### config.mk
export PLATFORM = sky130hd
export DESIGN_NAME = tracker_peer_table
export DESIGN_NICKNAME = d
export VERILOG_FILES = /design/src/sv/tpt_pkg.sv /design/src/sv/tpt_entry_ram.sv /design/src/sv/tpt_ctrl.sv /design/src/sv/tracker_peer_table.sv
export SDC_FILE = /design/constraint.sdc
export NUM_CORES = 2
export LEC_CHECK = 0
export BUFFER_PORTS_ARGS = -buffer_cell sky130_fd_sc_hd__buf_2
export CORE_UTILIZATION = 30
export DETAILED_ROUTE_END_ITERATION = 7
export PLACE_DENSITY_LB_ADDON = 0.2
export SETUP_SLACK_MARGIN = 0.3
export SLEW_MARGIN = 20
export SYNTH_ARGS = -nofsm -noshare
export SYNTH_HDL_FRONTEND = slang
export SYNTH_HIERARCHICAL = 1
export SYNTH_SLANG_ARGS = --single-unit
### constraint.sdc
create_clock -name i_clk -period 34.6 [get_ports i_clk]
set_input_delay 1.73 -clock i_clk [delete_from_list [all_inputs] [get_ports i_clk]]
set_output_delay 1.73 -clock i_clk [all_outputs]
set_load 0.05 [all_outputs]
### src/sv/tpt_pkg.sv
// ---------------------------------------------------------------------------
// tpt_pkg
// Types and constants shared by the tracker peer table modules.
// ---------------------------------------------------------------------------
package tpt_pkg;
    localparam int ENTRIES = 16;
    localparam int SLOT_W  = $clog2(ENTRIES);

    localparam logic [1:0] ACT_HANDSHAKE = 2'd0;
    localparam logic [1:0] ACT_DATA      = 2'd1;
    localparam logic [1:0] ACT_TICK      = 2'd2;
    localparam logic [1:0] ACT_IGNORED   = 2'd3;

    localparam logic [1:0] PST_OK        = 2'd0;
    localparam logic [1:0] PST_PERM      = 2'd1;
    localparam logic [1:0] PST_TRANSIENT = 2'd2;
    localparam logic [1:0] PST_SPARE     = 2'd3;

    localparam logic [2:0] K_ACCEPT    = 3'd0;
    localparam logic [2:0] K_REFUSE    = 3'd1;
    localparam logic [2:0] K_MATCH     = 3'd2;
    localparam logic [2:0] K_NOMATCH   = 3'd3;
    localparam logic [2:0] K_STATUS    = 3'd4;
    localparam logic [2:0] K_HEARTBEAT = 3'd5;
    localparam logic [2:0] K_TICKDONE  = 3'd6;

    localparam logic [1:0] CFG_TIMEOUT  = 2'd0;
    localparam logic [1:0] CFG_INTERVAL = 2'd1;
    localparam logic [1:0] CFG_HB_EN    = 2'd2;

    typedef struct packed {
        logic [1:0]  action;
        logic [47:0] hw_address;
        logic [31:0] net_address;
        logic [15:0] net_port;
        logic [7:0]  pair_id;
        logic [1:0]  pair_status;
        logic [31:0] now_ms;
    } t_in;

    typedef struct packed {
        logic [2:0]  kind;
        logic [3:0]  slot;
        logic [7:0]  tracker_id;
        logic        is_new;
        logic        online;
        logic [31:0] peer_net_address;
        logic [15:0] peer_port;
        logic [63:0] heartbeat_seq;
        logic        last;
    } t_out;

    typedef struct packed {
        logic [47:0] hw;
        logic [31:0] net;
        logic [15:0] port;
        logic [7:0]  tracker;
        logic [31:0] seen;
        logic [31:0] beat;
    } t_entry;

    typedef struct packed {
        logic             we;
        logic [SLOT_W-1:0] waddr;
        t_entry           wdata;
        logic [SLOT_W-1:0] raddr;
    } t_mem_req;
endpackage

### src/sv/tpt_entry_ram.sv
// ---------------------------------------------------------------------------
// tpt_entry_ram
// Entry store: one write port, one registered read port.
// ---------------------------------------------------------------------------
module tpt_entry_ram
    import tpt_pkg::*;
(
    input  logic     i_clk,
    input  t_mem_req i_req,
    output t_entry   o_rdata
);
    t_entry r_mem [ENTRIES];

    always_ff @(posedge i_clk) begin
        if (i_req.we) begin
            r_mem[i_req.waddr] <= i_req.wdata;
        end
        o_rdata <= r_mem[i_req.raddr];
    end
endmodule

### src/sv/tpt_ctrl.sv
// ---------------------------------------------------------------------------
// tpt_ctrl
// Sequencer: scans the entry store and emits results.
// ---------------------------------------------------------------------------
module tpt_ctrl
    import tpt_pkg::*;
(
    input  logic      i_clk,
    input  logic      i_rst_n,
    input  logic      i_in_valid,
    output logic      o_in_stall,
    input  t_in       i_in_data,
    output logic      o_out_valid,
    input  logic      i_out_stall,
    output t_out      o_out_data,
    input  logic [30:0] i_timeout,
    input  logic [30:0] i_interval,
    input  logic      i_hb_en,
    output t_mem_req  o_req,
    input  t_entry    i_rdata
);
    localparam logic [2:0] S_IDLE  = 3'd0;
    localparam logic [2:0] S_SCAN  = 3'd1; // read issued, data next cycle
    localparam logic [2:0] S_DECIDE = 3'd2;
    localparam logic [2:0] S_DUP   = 3'd3;
    localparam logic [2:0] S_FINAL = 3'd4;
    localparam logic [2:0] S_OUT   = 3'd5;
    localparam logic [2:0] S_WRITE = 3'd6;

    logic [2:0]  r_state;
    t_in         r_item;
    logic [SLOT_W:0] r_idx;       // one bit wider to hold ENTRIES
    logic        r_rdv;           // read data valid for slot r_idx-1
    logic [ENTRIES-1:0] r_used, r_online;
    logic        r_found;
    logic [SLOT_W-1:0] r_hit, r_free;
    logic        r_have_free;
    logic [47:0] r_ref_addr;
    logic        r_ref_valid;
    logic [63:0] r_beat_cnt;
    logic        r_ovalid;
    t_out        r_out;
    logic        r_new;
    t_entry      r_ent;
    logic        r_hb_pend;       // tick: heartbeat still to emit for r_ent
    logic [SLOT_W-1:0] r_cur;

    logic [SLOT_W-1:0] cur;
    logic out_free;
    logic [31:0] d_ent, d_beat;
    logic alive, due;
    logic ref_hit, refuse_hs;
    logic emit;
    t_entry fin_ent;

    assign out_free   = !r_ovalid || !i_out_stall;
    assign o_in_stall = (r_state != S_IDLE);
    assign o_out_valid = r_ovalid;
    assign o_out_data  = r_out;
    assign cur = r_idx[SLOT_W-1:0] - 1'b1;

    // liveness and heartbeat timing of the entry held in r_ent
    assign d_ent = r_item.now_ms - r_ent.seen;
    assign d_beat = r_item.now_ms - r_ent.beat;
    assign alive = ($signed(d_ent) < $signed({1'b0, i_timeout}))
                && ($signed(d_ent) > -$signed({1'b0, i_timeout}));
    assign due = i_hb_en && (r_ent.net != 32'd0)
              && ($signed(d_beat) >= $signed({1'b0, i_interval}));

    assign ref_hit = r_ref_valid && (r_ref_addr == r_item.hw_address);
    assign refuse_hs = !r_found && (ref_hit || !r_have_free || r_item.pair_status != PST_OK);

    function automatic t_out mk(input logic [2:0] k, input logic [SLOT_W-1:0] s,
                                input t_entry e, input logic nw, input logic on,
                                input logic [63:0] sq, input logic lst);
        t_out o;
        o = '0;
        o.kind = k;
        if (k != K_REFUSE && k != K_NOMATCH && k != K_TICKDONE) begin
            o.slot = s;
            o.tracker_id = e.tracker;
            o.peer_net_address = e.net;
            o.peer_port = e.port;
        end
        o.is_new = nw;
        o.online = on;
        o.heartbeat_seq = sq;
        o.last = lst;
        return o;
    endfunction

    // target entry as written back by a handshake or data transaction
    always_comb begin
        fin_ent = i_rdata;
        fin_ent.seen = r_item.now_ms;
        if (r_item.action == ACT_HANDSHAKE) begin
            fin_ent.beat = r_item.now_ms;
            fin_ent.net = r_item.net_address;
            fin_ent.port = r_item.net_port;
            if (r_new) begin
                fin_ent.hw = r_item.hw_address;
                fin_ent.tracker = r_item.pair_id;
            end
        end
    end

    // a result is loaded this cycle when emit and out_free are both set
    always_comb begin
        emit = 1'b0;
        case (r_state)
            S_SCAN: begin
                emit = (r_item.action == ACT_TICK) && !r_rdv
                    && (r_idx == (SLOT_W+1)'(ENTRIES));
            end
            S_DECIDE: begin
                if (r_item.action == ACT_TICK) emit = (alive != r_online[r_cur]);
                else if (r_item.action == ACT_DATA) emit = !r_found;
                else emit = refuse_hs;
            end
            S_OUT: begin
                emit = (r_item.action != ACT_TICK) || (r_hb_pend && due);
            end
            default: emit = 1'b0;
        endcase
    end

    always_comb begin
        o_req = '0;
        o_req.raddr = r_idx[SLOT_W-1:0];
        if (r_state == S_FINAL) o_req.raddr = r_hit;
        // write requests
        if (r_state == S_DUP && r_rdv && r_used[cur] && !(r_found && cur == r_hit)
            && i_rdata.net == r_item.net_address) begin
            o_req.we = 1'b1;
            o_req.waddr = cur;
            o_req.wdata = i_rdata;
            o_req.wdata.net = 32'd0;
        end
        if (r_state == S_WRITE) begin
            o_req.we = 1'b1;
            o_req.waddr = r_cur;
            o_req.wdata = r_ent;
        end
    end

    always_ff @(posedge i_clk) begin
        if (!i_rst_n) begin
            r_state <= S_IDLE;
            r_used <= '0;
            r_online <= '0;
            r_ref_valid <= 1'b0;
            r_ref_addr <= '0;
            r_beat_cnt <= '0;
            r_ovalid <= 1'b0;
            r_rdv <= 1'b0;
            r_hb_pend <= 1'b0;
        end else begin
            r_ovalid <= (emit && out_free) || (r_ovalid && i_out_stall);
            case (r_state)
                S_IDLE: begin
                    if (i_in_valid) begin
                        r_item <= i_in_data;
                        r_idx <= '0;
                        r_rdv <= 1'b0;
                        r_found <= 1'b0;
                        r_have_free <= 1'b0;
                        r_new <= 1'b0;
                        if (i_in_data.action == ACT_IGNORED) r_state <= S_IDLE;
                        else r_state <= S_SCAN;
                    end
                end
                S_SCAN: begin
                    // lookup pass over all slots (handshake/data) or tick walk
                    if (r_item.action == ACT_TICK) begin
                        if (r_rdv) begin
                            r_ent <= i_rdata;
                            r_cur <= cur;
                            r_rdv <= 1'b0;
                            if (r_used[cur]) r_state <= S_DECIDE;
                        end else if (r_idx == (SLOT_W+1)'(ENTRIES)) begin
                            if (out_free) begin
                                r_out <= mk(K_TICKDONE, '0, '0, 1'b0, 1'b0, '0, 1'b1);
                                r_state <= S_IDLE;
                            end
                        end else begin
                            r_idx <= r_idx + 1'b1;
                            r_rdv <= 1'b1;
                        end
                    end else begin
                        if (r_rdv) begin
                            if (r_used[cur] && !r_found) begin
                                if (r_item.action == ACT_HANDSHAKE
                                    && i_rdata.hw == r_item.hw_address) begin
                                    r_found <= 1'b1;
                                    r_hit <= cur;
                                end
                                if (r_item.action == ACT_DATA && r_item.net_address != 0
                                    && i_rdata.net == r_item.net_address) begin
                                    r_found <= 1'b1;
                                    r_hit <= cur;
                                end
                            end
                            if (!r_used[cur] && !r_have_free) begin
                                r_have_free <= 1'b1;
                                r_free <= cur;
                            end
                        end
                        if (r_idx == (SLOT_W+1)'(ENTRIES)) begin
                            r_rdv <= 1'b0;
                            r_state <= S_DECIDE;
                        end else begin
                            r_idx <= r_idx + 1'b1;
                            r_rdv <= 1'b1;
                        end
                    end
                end
                S_DECIDE: begin
                    if (r_item.action == ACT_TICK) begin
                        // r_ent holds entry r_cur
                        if (out_free) begin
                            if (alive != r_online[r_cur]) begin
                                r_online[r_cur] <= alive;
                                r_out <= mk(K_STATUS, r_cur, r_ent, 1'b0, alive,
                                            '0, 1'b0);
                            end
                            r_hb_pend <= alive;
                            r_state <= S_OUT;
                        end
                    end else if (r_item.action == ACT_DATA) begin
                        if (!r_found) begin
                            if (out_free) begin
                                r_out <= mk(K_NOMATCH, '0, '0, 1'b0, 1'b0, '0, 1'b1);
                                r_state <= S_IDLE;
                            end
                        end else begin
                            r_state <= S_FINAL;
                            r_rdv <= 1'b0;
                        end
                    end else begin
                        if (refuse_hs) begin
                            if (out_free) begin
                                if (!ref_hit
                                    && (!r_have_free || r_item.pair_status == PST_PERM)) begin
                                    r_ref_valid <= 1'b1;
                                    r_ref_addr <= r_item.hw_address;
                                end
                                r_out <= mk(K_REFUSE, '0, '0, 1'b0, 1'b0, '0, 1'b1);
                                r_state <= S_IDLE;
                            end
                        end else begin
                            r_idx <= '0;
                            r_rdv <= 1'b0;
                            r_state <= S_DUP;
                        end
                    end
                end
                S_DUP: begin
                    // clear duplicate network addresses, one slot per read
                    if (r_idx == (SLOT_W+1)'(ENTRIES) && r_rdv) begin
                        r_rdv <= 1'b0;
                        r_state <= S_FINAL;
                        if (!r_found) begin
                            r_hit <= r_free;
                            r_found <= 1'b1;
                            r_new <= 1'b1;
                        end
                    end else begin
                        if (r_idx != (SLOT_W+1)'(ENTRIES)) r_idx <= r_idx + 1'b1;
                        r_rdv <= 1'b1;
                    end
                end
                S_FINAL: begin
                    // read of target entry issued; wait for data
                    if (r_rdv) begin
                        r_ent <= fin_ent;
                        r_cur <= r_hit;
                        if (r_item.action == ACT_HANDSHAKE && r_new) begin
                            r_used[r_hit] <= 1'b1;
                            r_online[r_hit] <= 1'b0;
                        end
                        r_rdv <= 1'b0;
                        r_state <= S_OUT;
                    end else begin
                        r_rdv <= 1'b1;
                    end
                end
                S_OUT: begin
                    if (out_free) begin
                        if (r_item.action == ACT_TICK) begin
                            if (r_hb_pend && due) begin
                                r_out <= mk(K_HEARTBEAT, r_cur, r_ent, 1'b0, 1'b0,
                                            r_beat_cnt, 1'b0);
                                r_beat_cnt <= r_beat_cnt + 64'd1;
                                r_ent.beat <= r_item.now_ms;
                                r_state <= S_WRITE;
                            end else begin
                                r_state <= S_SCAN;
                            end
                            r_hb_pend <= 1'b0;
                        end else begin
                            if (r_item.action == ACT_HANDSHAKE) begin
                                r_out <= mk(K_ACCEPT, r_cur, r_ent, r_new, 1'b0,
                                            r_beat_cnt, 1'b1);
                                r_beat_cnt <= r_beat_cnt + 64'd1;
                            end else begin
                                r_out <= mk(K_MATCH, r_cur, r_ent, 1'b0, 1'b0, '0, 1'b1);
                            end
                            r_state <= S_WRITE;
                        end
                    end
                end
                S_WRITE: begin
                    r_state <= (r_item.action == ACT_TICK) ? S_SCAN : S_IDLE;
                end
                default: r_state <= S_IDLE;
            endcase
        end
    end
endmodule

### src/sv/tracker_peer_table.sv
// A tick walks every slot, checks each used slot for a status change and a due heartbeat,
// then emits tick done.
// One item at a time, set by the slot scan over the single RAM read port.
// Synchronous active-low reset clears used/online bits, refused cache, heartbeat counter
// and config to 6000 ms / 1000 ms / enabled.
// ---------------------------------------------------------------------------
// tracker_peer_table
// Peer table top level: config registers, sequencer and entry RAM.
// ---------------------------------------------------------------------------
module tracker_peer_table
    import tpt_pkg::*;
(
    input  logic        i_clk,
    input  logic        i_rst_n,
    input  logic        i_in_valid,
    output logic        o_in_stall,
    input  t_in         i_in_data,
    output logic        o_out_valid,
    input  logic        i_out_stall,
    output t_out        o_out_data,
    input  logic        i_cfg_valid,
    output logic        o_cfg_ready,
    input  logic [1:0]  i_cfg_index,
    input  logic [31:0] i_cfg_data
);
    logic [30:0] r_timeout, r_interval;
    logic        r_hb_en;
    t_mem_req    req;
    t_entry      rdata;

    assign o_cfg_ready = 1'b1;

    always_ff @(posedge i_clk) begin
        if (!i_rst_n) begin
            r_timeout <= 31'd6000;
            r_interval <= 31'd1000;
            r_hb_en <= 1'b1;
        end else if (i_cfg_valid) begin
            case (i_cfg_index)
                CFG_TIMEOUT:  r_timeout <= i_cfg_data[30:0];
                CFG_INTERVAL: r_interval <= i_cfg_data[30:0];
                CFG_HB_EN:    r_hb_en <= i_cfg_data[0];
                default: ;
            endcase
        end
    end

    tpt_ctrl u_ctrl (
        .i_clk, .i_rst_n, .i_in_valid, .o_in_stall, .i_in_data,
        .o_out_valid, .i_out_stall, .o_out_data,
        .i_timeout(r_timeout), .i_interval(r_interval), .i_hb_en(r_hb_en),
        .o_req(req), .i_rdata(rdata)
    );

    tpt_entry_ram u_ram (.i_clk, .i_req(req), .o_rdata(rdata));
endmodule

======== After elaboration in Yosys (flattened, before gate mapping) ========
Memory sizes are Yosys's and may differ from the RTL's. A register that Yosys moved wholly into a read port is not among the register bits.
Index checks and enable logic that the tools add are counted.
cells by class
  order comparisons ....................... 8
  bitwise logic cells ..................... 5
  equal/unequal tests ..................... 57
  mux-type cells .......................... 127
  add/subtract/negate cells ............... 6
  reductions and logical operators ........ 78
operators with widths
  kind                                           number
  2-to-1 mux 130 bit                             15
  2-to-1 mux 168 bit                             3
  case mux 130 bit (3 select lines)              1
  2-to-1 mux 173 bit                             2
  case mux 136 bit (2 select lines)              1
  2-to-1 mux 64 bit                              3
  2-to-1 mux 129 bit                             1
  2-to-1 mux 32 bit                              4
  2-to-1 mux 104 bit                             1
  == test 48 bit                                 2
  case mux 32 bit (3 select lines)               1
  2-to-1 mux 16 bit                              5
  adder 64 x 1 -> 64 bit, second input constant  1
  nonzero test 32 bit                            2
  subtractor 32 bit                              2
  2-to-1 mux 3 bit                               17
  2-to-1 mux 48 bit                              1
  2-to-1 mux 5 bit                               9
  2-to-1 mux 4 bit                               11
  2-to-1 mux 1 bit                               35
  == test 32 bit                                 1
  greater-or-equal comparator 32 bit             1
  greater-than comparator 32 bit                 1
  < comparator 32 bit                            1
  53 further kinds                               160
storage, ports and cells
  input port bits ......................... 179
  memory bits (writable) .................. 2688
  word-level logic and storage cells ...... 323
  bits in registers ....................... 672
  output and inout bits ................... 133
  memories kept ........................... 1
memory list
  name         words  width  read ports  clocked after Yosys merged registers in  write ports  RTL line             text
  u_ram.r_mem  16     168    1           1                                        1            tpt_entry_ram.sv:12  t_entry r_mem [ENTRIES];

======== Depth between registers and ports, before layout ========
  word-level depth ........................ 10
  gate-level depth with buffers ........... 27

======== Cells and area by module ========
Netlist, hierarchy kept.
by module, submodules not included
  module              sequential area each (um2)  area each (um2)  cells each  instances
  tpt_entry_ram       84080.6                     104427.7         4389        1
  tpt_ctrl            16776.1                     34086.4          3179        1
  tracker_peer_table  1261.2                      2509.9           251         1

======== Worst setup path after synthesis ========
Ideal clock, no wire load.
  kind .................................... reg-to-reg
  start ................................... register u_ctrl.r_idx[0]
  end ..................................... memory u_ram/r_mem[0][0] in the netlist's numbering (enable)
  slack ................................... 18723 ps
  period minus slack after synthesis ...... 15877 ps
  stages on the path, launching flop included .. 15
  data arrival time ....................... 14976 ps
  setup time .............................. 901 ps
  cells stage by stage .................... edfxtp_1 > clkbuf_1 > inv_1 > ha_1 > clkbuf_1 > mux4_2 > mux2i_1 > nor2_1 > a21oi_1 > nor4_1 > clkbuf_1 > clkbuf_1 > a22o_1 > or3b_2 > nor3_1
RTL lines
  element                 RTL line             text
  start, declared         tpt_ctrl.sv:32       logic [SLOT_W:0] r_idx;
  start signal, assigned  tpt_ctrl.sv:186      r_idx <= r_idx + 1'b1;
  start signal, assigned  tpt_ctrl.sv:212      r_idx <= r_idx + 1'b1;
  start signal, assigned  tpt_ctrl.sv:268      if (r_idx != (SLOT_W+1)'(ENTRIES)) r_idx <= r_idx + 1'b1;
  end, declared           tpt_entry_ram.sv:12

==> flow_summary.yaml <==
power_and_ir_drop:
  p_sw_frac: 0.283
  p_seq_frac: 0.435
  pwr-share-clk: 0.366
  p_int_mw: 8.16
  power.leakage_nw: 50.8
  power_frac_comb: 0.200
  p_sw_mw: 3.23
  ir_drop_v: 0.0000602
  power_density_nw_per_um2: 69.9
cts:
  htree_num_levels: 5
  post-cts-setup-buffers: 0
  cts_buffers: 375
  cts.clk_slew.worst_paths_ns: 0.06
  cts_resized: 0
  clock_sink_count: 3528
  cts_hold_buffers: 0
  clock_latency_ns: 0.98
  cts_tree: "done"
  clock-root-buffer: "clkbuf_16"
  clock_path_buffers: 4
logic_synthesis:
  synthesis.area_um2: 141000
  synth.yosys.seq_area_share: 0.724
  synth_top_area_cell: "edfxtp_1"
  yosysWarnings: 6
  synth_cell_types: 90
  synth_top_area_share: 0.670
  ys.flop_type: "edfxtp_1"
  synth_xor_area_frac: 0.0152
  synth_compound_area_frac: 0.0497
  synth_area_leaders: "edfxtp_1, mux4_2, dfxtp_1"
  synth_edf_count: 3146
  synthAdderAreaFrac: 0.0145
  netlist_instances: 7819
  yosysMostFrequentCell: "edfxtp_1"
  synth_top_family_by_area: "multiplexers"
  ys_async_sr_fraction: 0
  avgSynthCellArea_um2: 18.0
  ys_ff_latch: 3528
  ys_top_cells_by_count: "edfxtp_1, mux4_2, nand2_1"
  synthMuxAreaShare: 0.129
  synth-simple-area-share: 0.0480
  syn_nets: 8159
sta:
  fin_ws_ns: 25.28
  rsz0062_at_grt: "false"
  worst_hold_slack_ns: 0.462
  skew_ns: 0.0692
  hold_viol: 0
  period_minus_slack_ns: 9.32
  max_freq_mhz: 107
  drv_slew: 0
  relSlewSlack: 0.227
  finalSetupViolCount: 0
  fin_tns_setup_ns: 0
  worstMarginPinSlew_ns: 1.16
  fin_crit_sh: 0.269
cells_and_area:
  multi_input_comb_area_um2: 36500
  layout-drive-gt1-share: 0.232
  fin_area_um2: 163000
  regArea_um2: 102000
  final_nets: 8612
  area_growth_syn_to_layout_pct: 15.5
  n_fill_cell: 43953
min_path:
  hold_path.startpoint: "r_interval[29]"
  hold_depth: 2
  hold_class: "reg2reg"
  hold_end: "r_interval[29]"
place:
  place.detailed.hpwl_um: 230000
  io_buffers: 309
  dpl-instance-area_um2: 150000
  pre_cts_slack_ns: 25.18
  gp_congestion: 0.815
global_routing:
  grtUsageMet3: 0.0209
  busiest_layer: "met2"
  grt_pass1_vias: 77832
  antenna_found_initial: 31
  grt_use_met1: 0.251
  grt_pass1_wl_um: 584000
  use_met2: 0.271
  gr-total-overflow: 0
  grt_start_max_net_pins: 112
  grt.total_usage: 0.170
worst_setup_path:
  worstPathCellList: "inv_1 > ha_1 > mux4_2 > mux2i_1 > nor2_1 > a21oi_1 > nor4_2 > buf_4 > inv_1 > o21ai_0 > or3b_2 > nor2_4 > buf_4 > buf_4 > buf_4 > buf_4"
  reg2reg_to: "u_ram/r_mem[3][93]"
  cp_top_family: "buffers and inverters"
  crit_type: "reg2reg"
  worstReg2RegStart: "u_ctrl/r_idx[0]"
  rr_worst_depth: 16
  end_kind: "flop"
  cp_max_fo: 40
  slowest_delay_ns: 0.82
  start_kind: "flop"
  slowest_stage: "inv_1"
  reg2reg_slack_ns: 25.28
  cp_num_buf_inv: 7
  crit_top_cell: "buf_4"
  cp.arrival_ns: 9.89
  required_ns: 35.17
detailed_routing:
  drt_iter0_markers: 6977
  firstDrtPassIters: 6
  vias: 75620
  ant_nets: 0
  drc: 0
  post_drt_wl_per_cell_um: 27.9
  routed_wl_um: 412000
  routed_via_density: 5.11
status:
  status: "finished, final reports clean"
die:
  core_area_um2: 468000
  die_y_um: 688
  start_util: 0.302
  ios: 312
  fp-row-count: 251
  die_width_um: 688
  die-area_um2: 473000
flow_run:
  drv_cap: 0
-- power groups by stage --
stage	sequential, mW	clock (mW)	combinational (mW)
after floorplan	5.03	0	1.57
after global placement	5.04	0	2.30
after detailed placement	5.04	0	2.31
after CTS	4.95	4.27	2.32
after global routing	4.96	4.42	2.45
final	4.95	4.17	2.27
-- stage by stage --
stage / instances / power (mW) / utilization
2_1_floorplan: 7819 / 6.60 / -
3_3_place_gp: 14092 / 7.34 / 0.321
3_5_place_dp: 14093 / 7.35 / 0.321
4_1_cts: 14792 / 11.5 / 0.348
5_1_grt: 14793 / 11.8 / 0.348
6_report: 14799 / 11.4 / 0.348
-- metal layers --
| layer | vias to the layer above | part of all wire |
|---|---|---|
| met5 | - | 0.000032 |
| met3 | 475 | 0.051 |
| li1 | 32266 | - |
| met1 | 40703 | 0.47 |
| met2 | 2174 | 0.46 |
| met4 | 2 | 0.017 |
-- state kept, by name, summed over array words and instances, names as in the netlist, 3 cells and up --
name               flops
u_ctrl/r_idx           5
u_ctrl/r_free          4
u_ctrl/r_ref_addr     48
u_ctrl/o_out_data    130
u_ctrl/r_beat_cnt     64
u_ctrl/r_used         16
u_ctrl/r_ent         168
u_ctrl/r_online       16
r_interval            31
u_ctrl/r_state         3
u_ctrl/r_hit           4
u_ram/o_rdata        168
u_ctrl/fin_ent        32
r_timeout             31
u_ctrl/r_item        108
u_ctrl/r_cur           4
u_ram/r_mem         2688
-- worst max-delay path by stage --
stage / startpoint / to / slack (ns) / depth (start not counted)
after CTS: u_ctrl/r_idx[0] / u_ram/r_mem[3][107] / 25.15 / 16
after global placement: u_ctrl/fin_ent[32] / u_ctrl/o_out_data[116] / 25.31 / 28
after detailed placement: u_ctrl/r_idx[0] / u_ram/r_mem[3][103] / 25.18 / 16
final: u_ctrl/r_idx[0] / u_ram/r_mem[3][93] / 25.28 / 16
after global routing: u_ctrl/fin_ent[32] / u_ctrl/o_out_data[111] / 24.70 / 28
after floorplan: u_ctrl/r_idx[0] / u_ram/r_mem[0][0] / 18.72 / 14
-- cell families after synthesis --
| group | count (synthesis) |
|---|---|
| AOI/OAI and AO/OA | 960 |
| xor gates and xnor gates | 245 |
| adders and majority gates | 162 |
| buffers and inverters | 579 |
| DFF | 3528 |
| muxes | 993 |
| other | 1 |
| and+or+nand+nor | 1351 |
-- worst register-to-register path, cell delays in order, from the launching register on --
cell      delay [ns]
edfxtp_1        0.76
inv_1           0.26
ha_1            0.66
mux4_2          0.57
mux2i_1         0.16
nor2_1          0.06
a21oi_1         0.47
nor4_2          0.12
buf_4           0.40
inv_1           0.85
o21ai_0         0.47
or3b_2          0.68
nor2_4          0.39
buf_4           0.80
buf_4           0.73
buf_4           0.83
buf_4           0.71
-- cell usage in the layout (no fill, tap or decap), types with 59 or more instances in the layout --
cell type     n
a21oi_1     110
buf_2       308
mux2i_1     141
edfxtp_1   3146
ha_1        159
buf_4       151
clkbuf_1     85
nand2b_1     64
nand2_1     447
a22oi_1     286
clkinv_2     61
xor2_1       78
clkbuf_16   385
mux2_2      214
a22o_1      134
and3_1      123
o21ai_0     138
nor2_1      226
mux4_2      638
dfxtp_1     381
inv_1       176
xnor2_1     167
nand4_1      59
nor2b_1     122
-- cell type report --
class / instances / share of cell area
Multi-Input combinational cell: 3712 / 0.224
Timing Repair Buffer: 478 / 0.0187
Tap cell: 6198 / 0.0476
Antenna cell: 7 / 0.000108
Clock inverter: 175 / 0.0132
Sequential cell: 3528 / 0.627
Clock buffer: 524 / 0.0657
Inverter: 177 / 0.00411
No activity file was read; power rests on OpenSTA's default activity.
